===== config.mk =====
export PLATFORM = sky130hd
export DESIGN_NAME = rsi_sqrt_cell
export DESIGN_NICKNAME = d
export VERILOG_FILES = /design/src/sv/rsi_pkg.sv /design/src/sv/rsi_sqrt_cell.sv
export SDC_FILE = /design/constraint.sdc
export NUM_CORES = 1
export LEC_CHECK = 0
export CORE_AREA = 3 3 314 316
export CTS_BUF_LIST = sky130_fd_sc_hd__clkbuf_8
export DETAILED_ROUTE_END_ITERATION = 8
export DIE_AREA = 0 0 317 319
export DONT_BUFFER_PORTS = 1
export MAX_ROUTING_LAYER = met4
export PLACE_DENSITY = 0.36
export SLEW_MARGIN = 0
export SYNTH_ARGS = -nofsm -noshare
export SYNTH_HDL_FRONTEND = slang
export SYNTH_SLANG_ARGS = --single-unit

===== constraint.sdc =====
create_clock -name clk -period 1.1 [get_ports clk]
set_input_delay 0 -clock clk [delete_from_list [all_inputs] [get_ports clk]]
set_output_delay 0 -clock clk [all_outputs]
set_load 0.1 [all_outputs]

===== src/sv/rsi_pkg.sv =====
// ----------------------------------------------------------------------------
// rsi_pkg
// Types and constants shared by the ray / sphere intersection unit.
// ----------------------------------------------------------------------------
package rsi_pkg;

	localparam int DIR_FRAC_BITS = 14;
	localparam int N2            = 2 * DIR_FRAC_BITS;
	localparam int DW            = 104;
	localparam int SR            = DW / 2;
	localparam int RW            = SR + 4;
	localparam int BW            = 49;

	localparam logic [1:0] REG_CX  = 2'd0;
	localparam logic [1:0] REG_CY  = 2'd1;
	localparam logic [1:0] REG_CZ  = 2'd2;
	localparam logic [1:0] REG_RAD = 2'd3;

	localparam logic [42:0] LEN_LO = 43'(998) << N2;
	localparam logic [42:0] LEN_HI = 43'(1002) << N2;
	localparam logic        SCALE_FAIL = (N2 >= 33);

	typedef struct packed {
		logic signed [31:0] origin_x;
		logic signed [31:0] origin_y;
		logic signed [31:0] origin_z;
		logic signed [15:0] dir_x;
		logic signed [15:0] dir_y;
		logic signed [15:0] dir_z;
	} ray_t;

	typedef struct packed {
		logic               hit;
		logic               not_unit;
		logic signed [31:0] hit_x;
		logic signed [31:0] hit_y;
		logic signed [31:0] hit_z;
	} res_t;

	typedef struct packed {
		logic signed [31:0] cx;
		logic signed [31:0] cy;
		logic signed [31:0] cz;
		logic        [30:0] rad;
	} cfg_t;

	typedef struct packed {
		logic          vld;
		logic          miss;
		logic          not_unit;
		ray_t          ray;
		logic [BW-1:0] bmag;
		logic [DW-1:0] num;
		logic [RW-1:0] rem;
		logic [SR-1:0] root;
	} sq_t;

endpackage


===== src/sv/rsi_sqrt_cell.sv =====
// ----------------------------------------------------------------------------
// rsi_sqrt_cell
// One digit step of the restoring square root, with the ray carried along.
// ----------------------------------------------------------------------------
module rsi_sqrt_cell import rsi_pkg::*; (
	input  logic clk,
	input  logic arst_n,
	input  logic en,
	input  sq_t  d,
	output sq_t  q
);
	logic [RW-1:0] rem_n, trial;
	sq_t           nxt;

	always_comb begin
		rem_n = {d.rem[RW-3:0], d.num[DW-1:DW-2]};
		trial = RW'({d.root, 2'b01});
		nxt = d;
		nxt.num = {d.num[DW-3:0], 2'b00};
		if (rem_n >= trial) begin
			nxt.rem  = rem_n - trial;
			nxt.root = {d.root[SR-2:0], 1'b1};
		end else begin
			nxt.rem  = rem_n;
			nxt.root = {d.root[SR-2:0], 1'b0};
		end
	end

	always_ff @(posedge clk or negedge arst_n) begin
		if (!arst_n) q <= '0;
		else if (en) q <= nxt;
	end

endmodule


==> summary.md, run 1 <==
| Metric | Value |
|---|---|
| Least-Margin Pin Slew | `2.97 ns` |
| Number of DRC violations after detailed routing | `0` |
| Netlist cell types | `62` |
| Post-route worst hold slack | `-0.985 ns` |
| Final Worst Setup Slack | `-0.871 ns` |
| Worst slew slack as a fraction of its limit | `-97.9%` |
| Cell area after synthesis | `18800 um^2` |
| Unrepaired setup endpoints after global routing | `yes` |
| Worst endpoint data arrival time | `2.40 ns` |
| Worst flop-to-flop path endpoint | `q[103]$_DFFE_PN0P_` |
| Drt via density | `4.18` |
| Power share of the sequential group | `29.7%` |
| Signed area change from the synthesized netlist to the final layout | `96.3%` |
| Register with the most flip-flops | `q` |
| Average wire per cell in the routed design | `20.9 um` |
| Top library cells by usage in the layout, fill and taps aside | `buf_12, dfrtp_2, mux2_2` |
| Vias in the first global route | `18.2k` |
| WL final | `81900 um` |
| Count of final setup violators | `681` |
| Worst Skew | `0 ns` |
| Hold/Removal Path Class | `in2async` |
| Tmin final | `1.97 ns` |
| Accumulated negative setup slack | `-208.22 ns` |
| Clock latency reported for the late side of the worst-skew pair | `0.68 ns` |
| Switching portion of total power | `41.5%` |
| Count of buffers inserted at the top-level ports | `0` |
| Number of pins with negative max-slew slack in the final report | `432` |
| Total global routing track utilization | `16.0%` |
| Chip height | `319 um` |
| VDD IR-drop max | `0.00110 V` |
| Root cell of the clock tree | `clkbuf_8` |
| Number of CTS-inserted buffers | `82` |
| Largest fanout on the critical path | `8` |
| Global-route wire length before repair | `119000 um` |
| Placement Cell Area | `25400 um^2` |
| Clock tree from TritonCTS | `yes` |
| Maximum clock rate | `507 MHz` |
| Fin util | `38.3%` |
| Count of synthesis-stage warnings from yosys | `0` |
| Post-layout total power | `63.6 mW` |
| Final worst path period share | `179%` |
| DP Wirelength | `58800 um` |
| NumNets Final | `3027` |
| Share of layout cells above drive strength 1 | `64.1%` |
| Num rows | `114` |
| Internal power consumption | `37.2 mW` |
| Clock Path Buffers | `3` |
| Startpoint of the worst-slack reg-to-reg timing path | `q[103]$_DFFE_PN0P_` |
| First-iteration detailed-routing DRC count | `572` |
| Layout filler cell count | `9087` |
| Number of hold violations in the final report | `501` |
| First-pass DRT Iterations | `5` |
| Failing checks | `negative hold slack, max-slew violations, negative setup slack` |
| Routability cong. | `0.822` |
| Switching power | `26.4 mW` |
| Reg2Reg Setup Slack | `-0.04 ns` |
| Number of enable-type register cells in the synthesized netlist | `0` |
| Pin count of the biggest net entering global routing | `456` |
| FF+latch count, synth | `406` |
| Startpoint Class | `input port` |
| Commonest register cell after synthesis | `dfrtp_1` |
| Share of the yosys chip area belonging to registers | `54.1%` |
| Clock power frac | `25.8%` |
| PD cells | `1720 nW/um^2` |
| Main area contributors after synthesis | `dfrtp_1, mux2_2, a21oi_1, ha_1, nor2_1` |
| CTS clock-pin slew for the worst setup and hold paths | `0.05 ns` |
| Starting density of the core | `19.5%` |
| H-tree levels | `3` |
| Critical setup path kind | `in2reg` |
| Status | `complete, but fails checks` |
| Via Count | `16.4k` |
| Max FFs per register | `406` |
| Number of antenna violations at the first check in global routing | `11` |
| Clock sink total | `406` |
| Syn_area_per_cell | `12.1 um^2` |
| Leakage power | `15.5 nW` |
| Die extent in x | `317 um` |
| Required time reported for the critical path endpoint | `1.53 ns` |
| Max-cap violation count | `0` |
| Floorplan core area | `96300 um^2` |
| Cells on worst reg2reg path | `4` |
| Layout Cell Area excl Fill | `36900 um^2` |
| Cell count after synthesis | `1553` |
| Critical Path Sink Type | `flop` |
| Share of the synthesized area in the top cell type | `54.1%` |
| Logic pwr share | `44.5%` |
| Residual overflow from global routing | `0` |
| Number of top-level design ports | `819` |
| Most common cell after layout, fill and taps aside | `buf_12` |
| Number of antenna-violating nets in the routed design | `0` |
| Worst Setup Slack post-DPL | `-1.77 ns` |
| Die Outline Area | `101000 um^2` |
| Registers with the most flip-flops | `q: 406 flops` |
| Fraction of registers with async set or reset after synthesis | `100%` |
| Cell accounting for the most synthesized area | `dfrtp_1` |
[Yosys cell counts, drive strengths merged (16+ instances only)]
library cell / number
nor2: 89
xnor2: 27
ha: 54
nor3: 16
nand2: 47
a21o: 22
buf: 20
inv: 71
clkbuf: 69
nand4: 25
xor2: 19
mux2: 352
a21oi: 144
dfrtp: 406
o21ai: 46
[area by class of cell]
class	instances	area (um^2)	share of cell area, %
clock buffer	102	1400	3.80
multi-input combinational	988	9150	24.8
inverter	71	293	0.794
antenna	13	32.5	0.0882
timing repair buffer	1013	13500	36.6
tap	1276	1600	4.33
sequential	406	10600	28.7
clock inverter	47	318	0.861
[worst max-delay path: stages]
cell      delay, ns
ha_4           0.22
nor2b_4        0.13
o31a_1         0.29
a21oi_4        0.28
a21boi_4       0.11
o31ai_4        0.19
nand4_1        0.16
a31oi_4        0.22
buf_6          0.20
buf_12         0.16
buf_12         0.15
mux2i_2        0.20
a21oi_1        0.08
[power groups by stage]
stage	sequential, mW	clock [mW]	combinational (mW)
detailed placement	18.1	0	21.8
global route	19.1	18.0	29.1
floorplan	30.6	0	4.02
global placement	18.1	0	21.8
CTS	18.6	17.3	26.8
finish	18.9	16.4	28.3
[per-layer routing]
layer  wire length (um)  GRT usage, %  vias to the layer above  share of wire, %
met5                  0             -                        -                 0
met4               2200          4.61                        0               2.7
li1                   -             -                     7523                 -
met2              42200          27.1                      507                52
met1              31400          18.0                     8211                38
met3               6120          5.37                      126               7.5
[stage by stage]
stage / std cells / hold slack [ns]
floorplan: 1554 / -0.296
global placement: 3359 / -0.284
detailed placement: 3359 / -0.286
CTS: 3853 / -1.11
global route: 3916 / -1.10
finish: 3916 / -0.985
[worst max path at each step]
stage                     start                  to  slack (ns)  depth (start not counted)
after floorplan            d[7]  q[107]$_DFFE_PN0P_       -1.25                         13
after global placement    d[23]   q[99]$_DFFE_PN0P_       -1.85                         14
after detailed placement  d[25]   q[99]$_DFFE_PN0P_       -1.77                         14
after CTS                  d[0]  q[103]$_DFFE_PN0P_       -0.62                         14
after global routing      d[27]  q[103]$_DFFE_PN0P_       -0.78                         13
final                     d[52]   q[67]$_DFFE_PN0P_       -0.87                         13
[cell families (layout without fill, tap and decap cells)]
group	Yosys count	in the layout	share of synthesized area, %
simple gates	240	240	6.13
mux	362	362	21.6
buf+inv	160	1233	3.37
flops	406	406	54.1
xor+xnor	46	46	2.14
other cells	1	15	0.0200
fa+ha+maj	54	54	3.60
compound gates	284	284	9.05
[what timing repair did]
action,CTS,global route
setup endpoints to repair,463,463
gates resized for setup,1045,342
gates cloned,4,0
buffers inserted,31,34
endpoints found under the hold margin,812,812
hold buffers,310,17
pin swaps,92,25
(Power assumes the default switching activity.)
==> run 2, diff against run 1 <==
--- a/config.mk
+++ b/config.mk
@@ -7,2 +7,3 @@
 export LEC_CHECK = 0
+export ABC_AREA = 1
 export CORE_AREA = 3 3 314 316
@@ -13,3 +14,3 @@
 export MAX_ROUTING_LAYER = met4
-export PLACE_DENSITY = 0.36
+export PLACE_DENSITY = 0.39
 export SLEW_MARGIN = 0
==> constraint.sdc (replaced) <==
create_clock -name clk -period 1.1 [get_ports clk]
set_input_delay 0.055 -clock clk [delete_from_list [all_inputs] [get_ports clk]]
set_output_delay 0.055 -clock clk [all_outputs]
set_load 0.1 [all_outputs]
==> summary.md, run 2 <==
| Metric | Value |
|---|---|
| Status | `complete, but fails checks` |
| Failing checks | `negative hold slack, max-slew violations, negative setup slack` |
| Required time reported for the critical path endpoint | `0.79 ns` |
| Main area contributors after synthesis | `dfrtp_1, nand2_1, inv_1, ha_1, nand3_1` |
| Signed area change from the synthesized netlist to the final layout | `109%` |
| Global route hottest layer | `met2` |
| Worst Skew | `0 ns` |
| Critical Path Sink Type | `asynchronous set/reset pin` |
| FF+latch count, synth | `406` |
| Number of DRC violations after detailed routing | `0` |
| Fraction of registers with async set or reset after synthesis | `100%` |
| H-tree levels | `3` |
| Final Worst Setup Slack | `-1.05 ns` |
| Number of CTS-inserted buffers | `81` |
| Global-route wire length before repair | `164000 um` |
| Met3 track utilization from global routing | `5.84%` |
| Count of synthesis-stage warnings from yosys | `0` |
| Netlist cell types | `28` |
| Number of antenna-violating nets in the routed design | `0` |
| Share of layout cells above drive strength 1 | `35.8%` |
| Register area | `10600 um^2` |
| VDD IR-drop max | `0.00128 V` |
| Clock sink total | `406` |
| Starting density of the core | `22.0%` |
| Chip height | `319 um` |
| Unrepaired setup endpoints after global routing | `yes` |
| Share of the yosys chip area belonging to registers | `48.0%` |
| Floorplan core area | `96300 um^2` |
| Area of combinational cells with multiple inputs | `11100 um^2` |
| Number of enable-type register cells in the synthesized netlist | `0` |
| Top-count cell post-synth | `nand2_1` |
| Met1 usage | `27.8%` |
| Top library cells by usage in the layout, fill and taps aside | `nand2_1, dlygate4sd3_1, buf_12` |
| Accumulated negative setup slack | `-444.03 ns` |
| Pin count of the biggest net entering global routing | `407` |
| Clock latency reported for the late side of the worst-skew pair | `0.70 ns` |
| Number of placed instances, taps included | `4875` |
| Number of pins with negative max-slew slack in the final report | `338` |
| Commonest register cell after synthesis | `dfrtp_1` |
| Clock Path Buffers | `3` |
| Number of top-level design ports | `819` |
| Count of final setup violators | `1098` |
| Vias in the first global route | `25.7k` |
| Via Count | `24.7k` |
| Layout Cell Area excl Fill | `44300 um^2` |
| Most common library cells after synthesis | `nand2_1, dfrtp_1, inv_1, nand3_1, clkbuf_1` |
| Largest fanout on the critical path | `406` |
| Residual overflow from global routing | `0` |
| Max-cap violation count | `0` |
| Most common cell after layout, fill and taps aside | `nand2_1` |
| Maximum clock rate | `465 MHz` |
| Number of hold violations in the final report | `471` |
| Leakage power | `21.4 nW` |
| Register with the most flip-flops | `q` |
| Worst endpoint data arrival time | `1.84 ns` |
| Total global routing track utilization | `22.0%` |
| Die Outline Area | `101000 um^2` |
| M2 GR Usage | `34.5%` |
| Worst Setup Slack post-DPL | `-1.06 ns` |
| Layout filler cell count | `9084` |
| Worst slew slack as a fraction of its limit | `-139%` |
| NumNets Final | `4892` |
| DP Wirelength | `79100 um` |
| Root cell of the clock tree | `clkbuf_8` |
| First-iteration detailed-routing DRC count | `1507` |
| Cell accounting for the most synthesized area | `dfrtp_1` |
| Registers with the most flip-flops | `q: 406 flops` |
| Number of antenna violations at the first check in global routing | `16` |
| WL final | `114000 um` |
| Hold/Removal Path Class | `in2async` |
| Tmin final | `2.15 ns` |
| Num rows | `114` |
| Syn_area_per_cell | `6.96 um^2` |
| First-pass DRT Iterations | `7` |
| Final worst path period share | `196%` |
| Least-Margin Pin Slew | `3.58 ns` |
| PD cells | `1440 nW/um^2` |
| Routability cong. | `0.880` |
| Startpoint Class | `input port` |
| Drt via density | `4.28` |
| CTS clock-pin slew for the worst setup and hold paths | `0.05 ns` |
| Post-route worst hold slack | `-0.922 ns` |
| Die extent in x | `317 um` |
| Count of buffers inserted at the top-level ports | `0` |
| Share of the synthesized area in the top cell type | `48.0%` |
| Critical setup path kind | `in2async` |
| Placement Cell Area | `28900 um^2` |
| Cell count after synthesis | `3040` |
| Average wire per cell in the routed design | `19.7 um` |
| Max FFs per register | `406` |
| Count of placed standard cells in the final layout, fillers left out | `5777` |
| Clock tree from TritonCTS | `yes` |
| Cell area after synthesis | `21200 um^2` |
==> run 2: changes by cell type in the layout (fill, tap and decap cells not counted), moves of 28 or more <==
cell / delta
nand2_2: +94
inv_1: +282
inv_2: +28
nand2_4: +49
nand2_1: +1495
nand3_2: +44
mux2_2: -350
dlygate4sd3_1: +337
a21oi_1: -92
nand3_1: +41
==> run 2: final cells by class <==
type | count | area share [%]
inverter | 396 | 3.61
clock buffer | 90 | 2.80
clock inverter | 52 | 0.842
sequential | 406 | 23.9
multi-input combinational | 2129 | 25.1
antenna | 15 | 0.0847
timing repair buffer | 1413 | 40.0
tap | 1276 | 3.60
==> run 2: logic make-up after synthesis <==
group | share of synthesized area [%]
XOR/XNOR | 1.03
AO/OA/AOI/OAI | 1.95
flip-flops | 48.0
buffers and inverters | 9.21
adder cells (fa/ha/maj) | 3.19
other | 0.0177
AND/OR/NAND/NOR | 36.6
==> run 2: worst paths after layout <==
check                          start                 end  slack (ns)  depth (start not counted)
setup / recovery              arst_n   q[27]$_DFFE_PN0P_       -1.05                          0
hold reg to reg   q[357]$_DFFE_PN0P_  q[357]$_DFFE_PN0P_        0.49                          2
setup reg to reg   q[88]$_DFFE_PN0P_   q[88]$_DFFE_PN0P_        0.16                          4
hold / removal                arst_n   q[22]$_DFFE_PN0P_       -0.92                          0
max in group clk                  en  q[269]$_DFFE_PN0P_       -0.58                          5
min in group clk               d[29]   q[30]$_DFFE_PN0P_       -0.49                          2
==> run 2: what timing repair did <==
action / CTS / global route
endpoints found under the setup margin: 462 / 812
pin swaps: 50 / 137
buffers inserted: 27 / 58
hold buffers: 742 / 20
gates resized for setup: 994 / 588
hold endpoints to repair: 812 / 715
gates cloned: 6 / 2
==> run 2: layer usage <==
layer  part of all wire (%)  up-vias
met1                     43    11800
li1                       -    11900
met4                    3.0        0
met5                      0        -
met3                    7.7      200
met2                     46      852
==> run 2: where the power goes <==
| part | internal (mW) | total [mW] | switching (mW) |
|---|---|---|---|
| Combinational | 11.2 | 29.2 | 18.1 |
| Sequential | 16.7 | 18.6 | 1.82 |
| Clock | 8.52 | 15.9 | 7.42 |
| Total | 36.4 | 63.7 | 27.3 |
==> run 2: per-stage QoR <==
step	total power, mW	utilization, %
6_report	63.7	46.0
5_1_grt	66.5	46.0
4_1_cts	62.4	43.9
3_5_place_dp	39.8	30.0
3_3_place_gp	39.8	30.0
2_1_floorplan	33.6	-
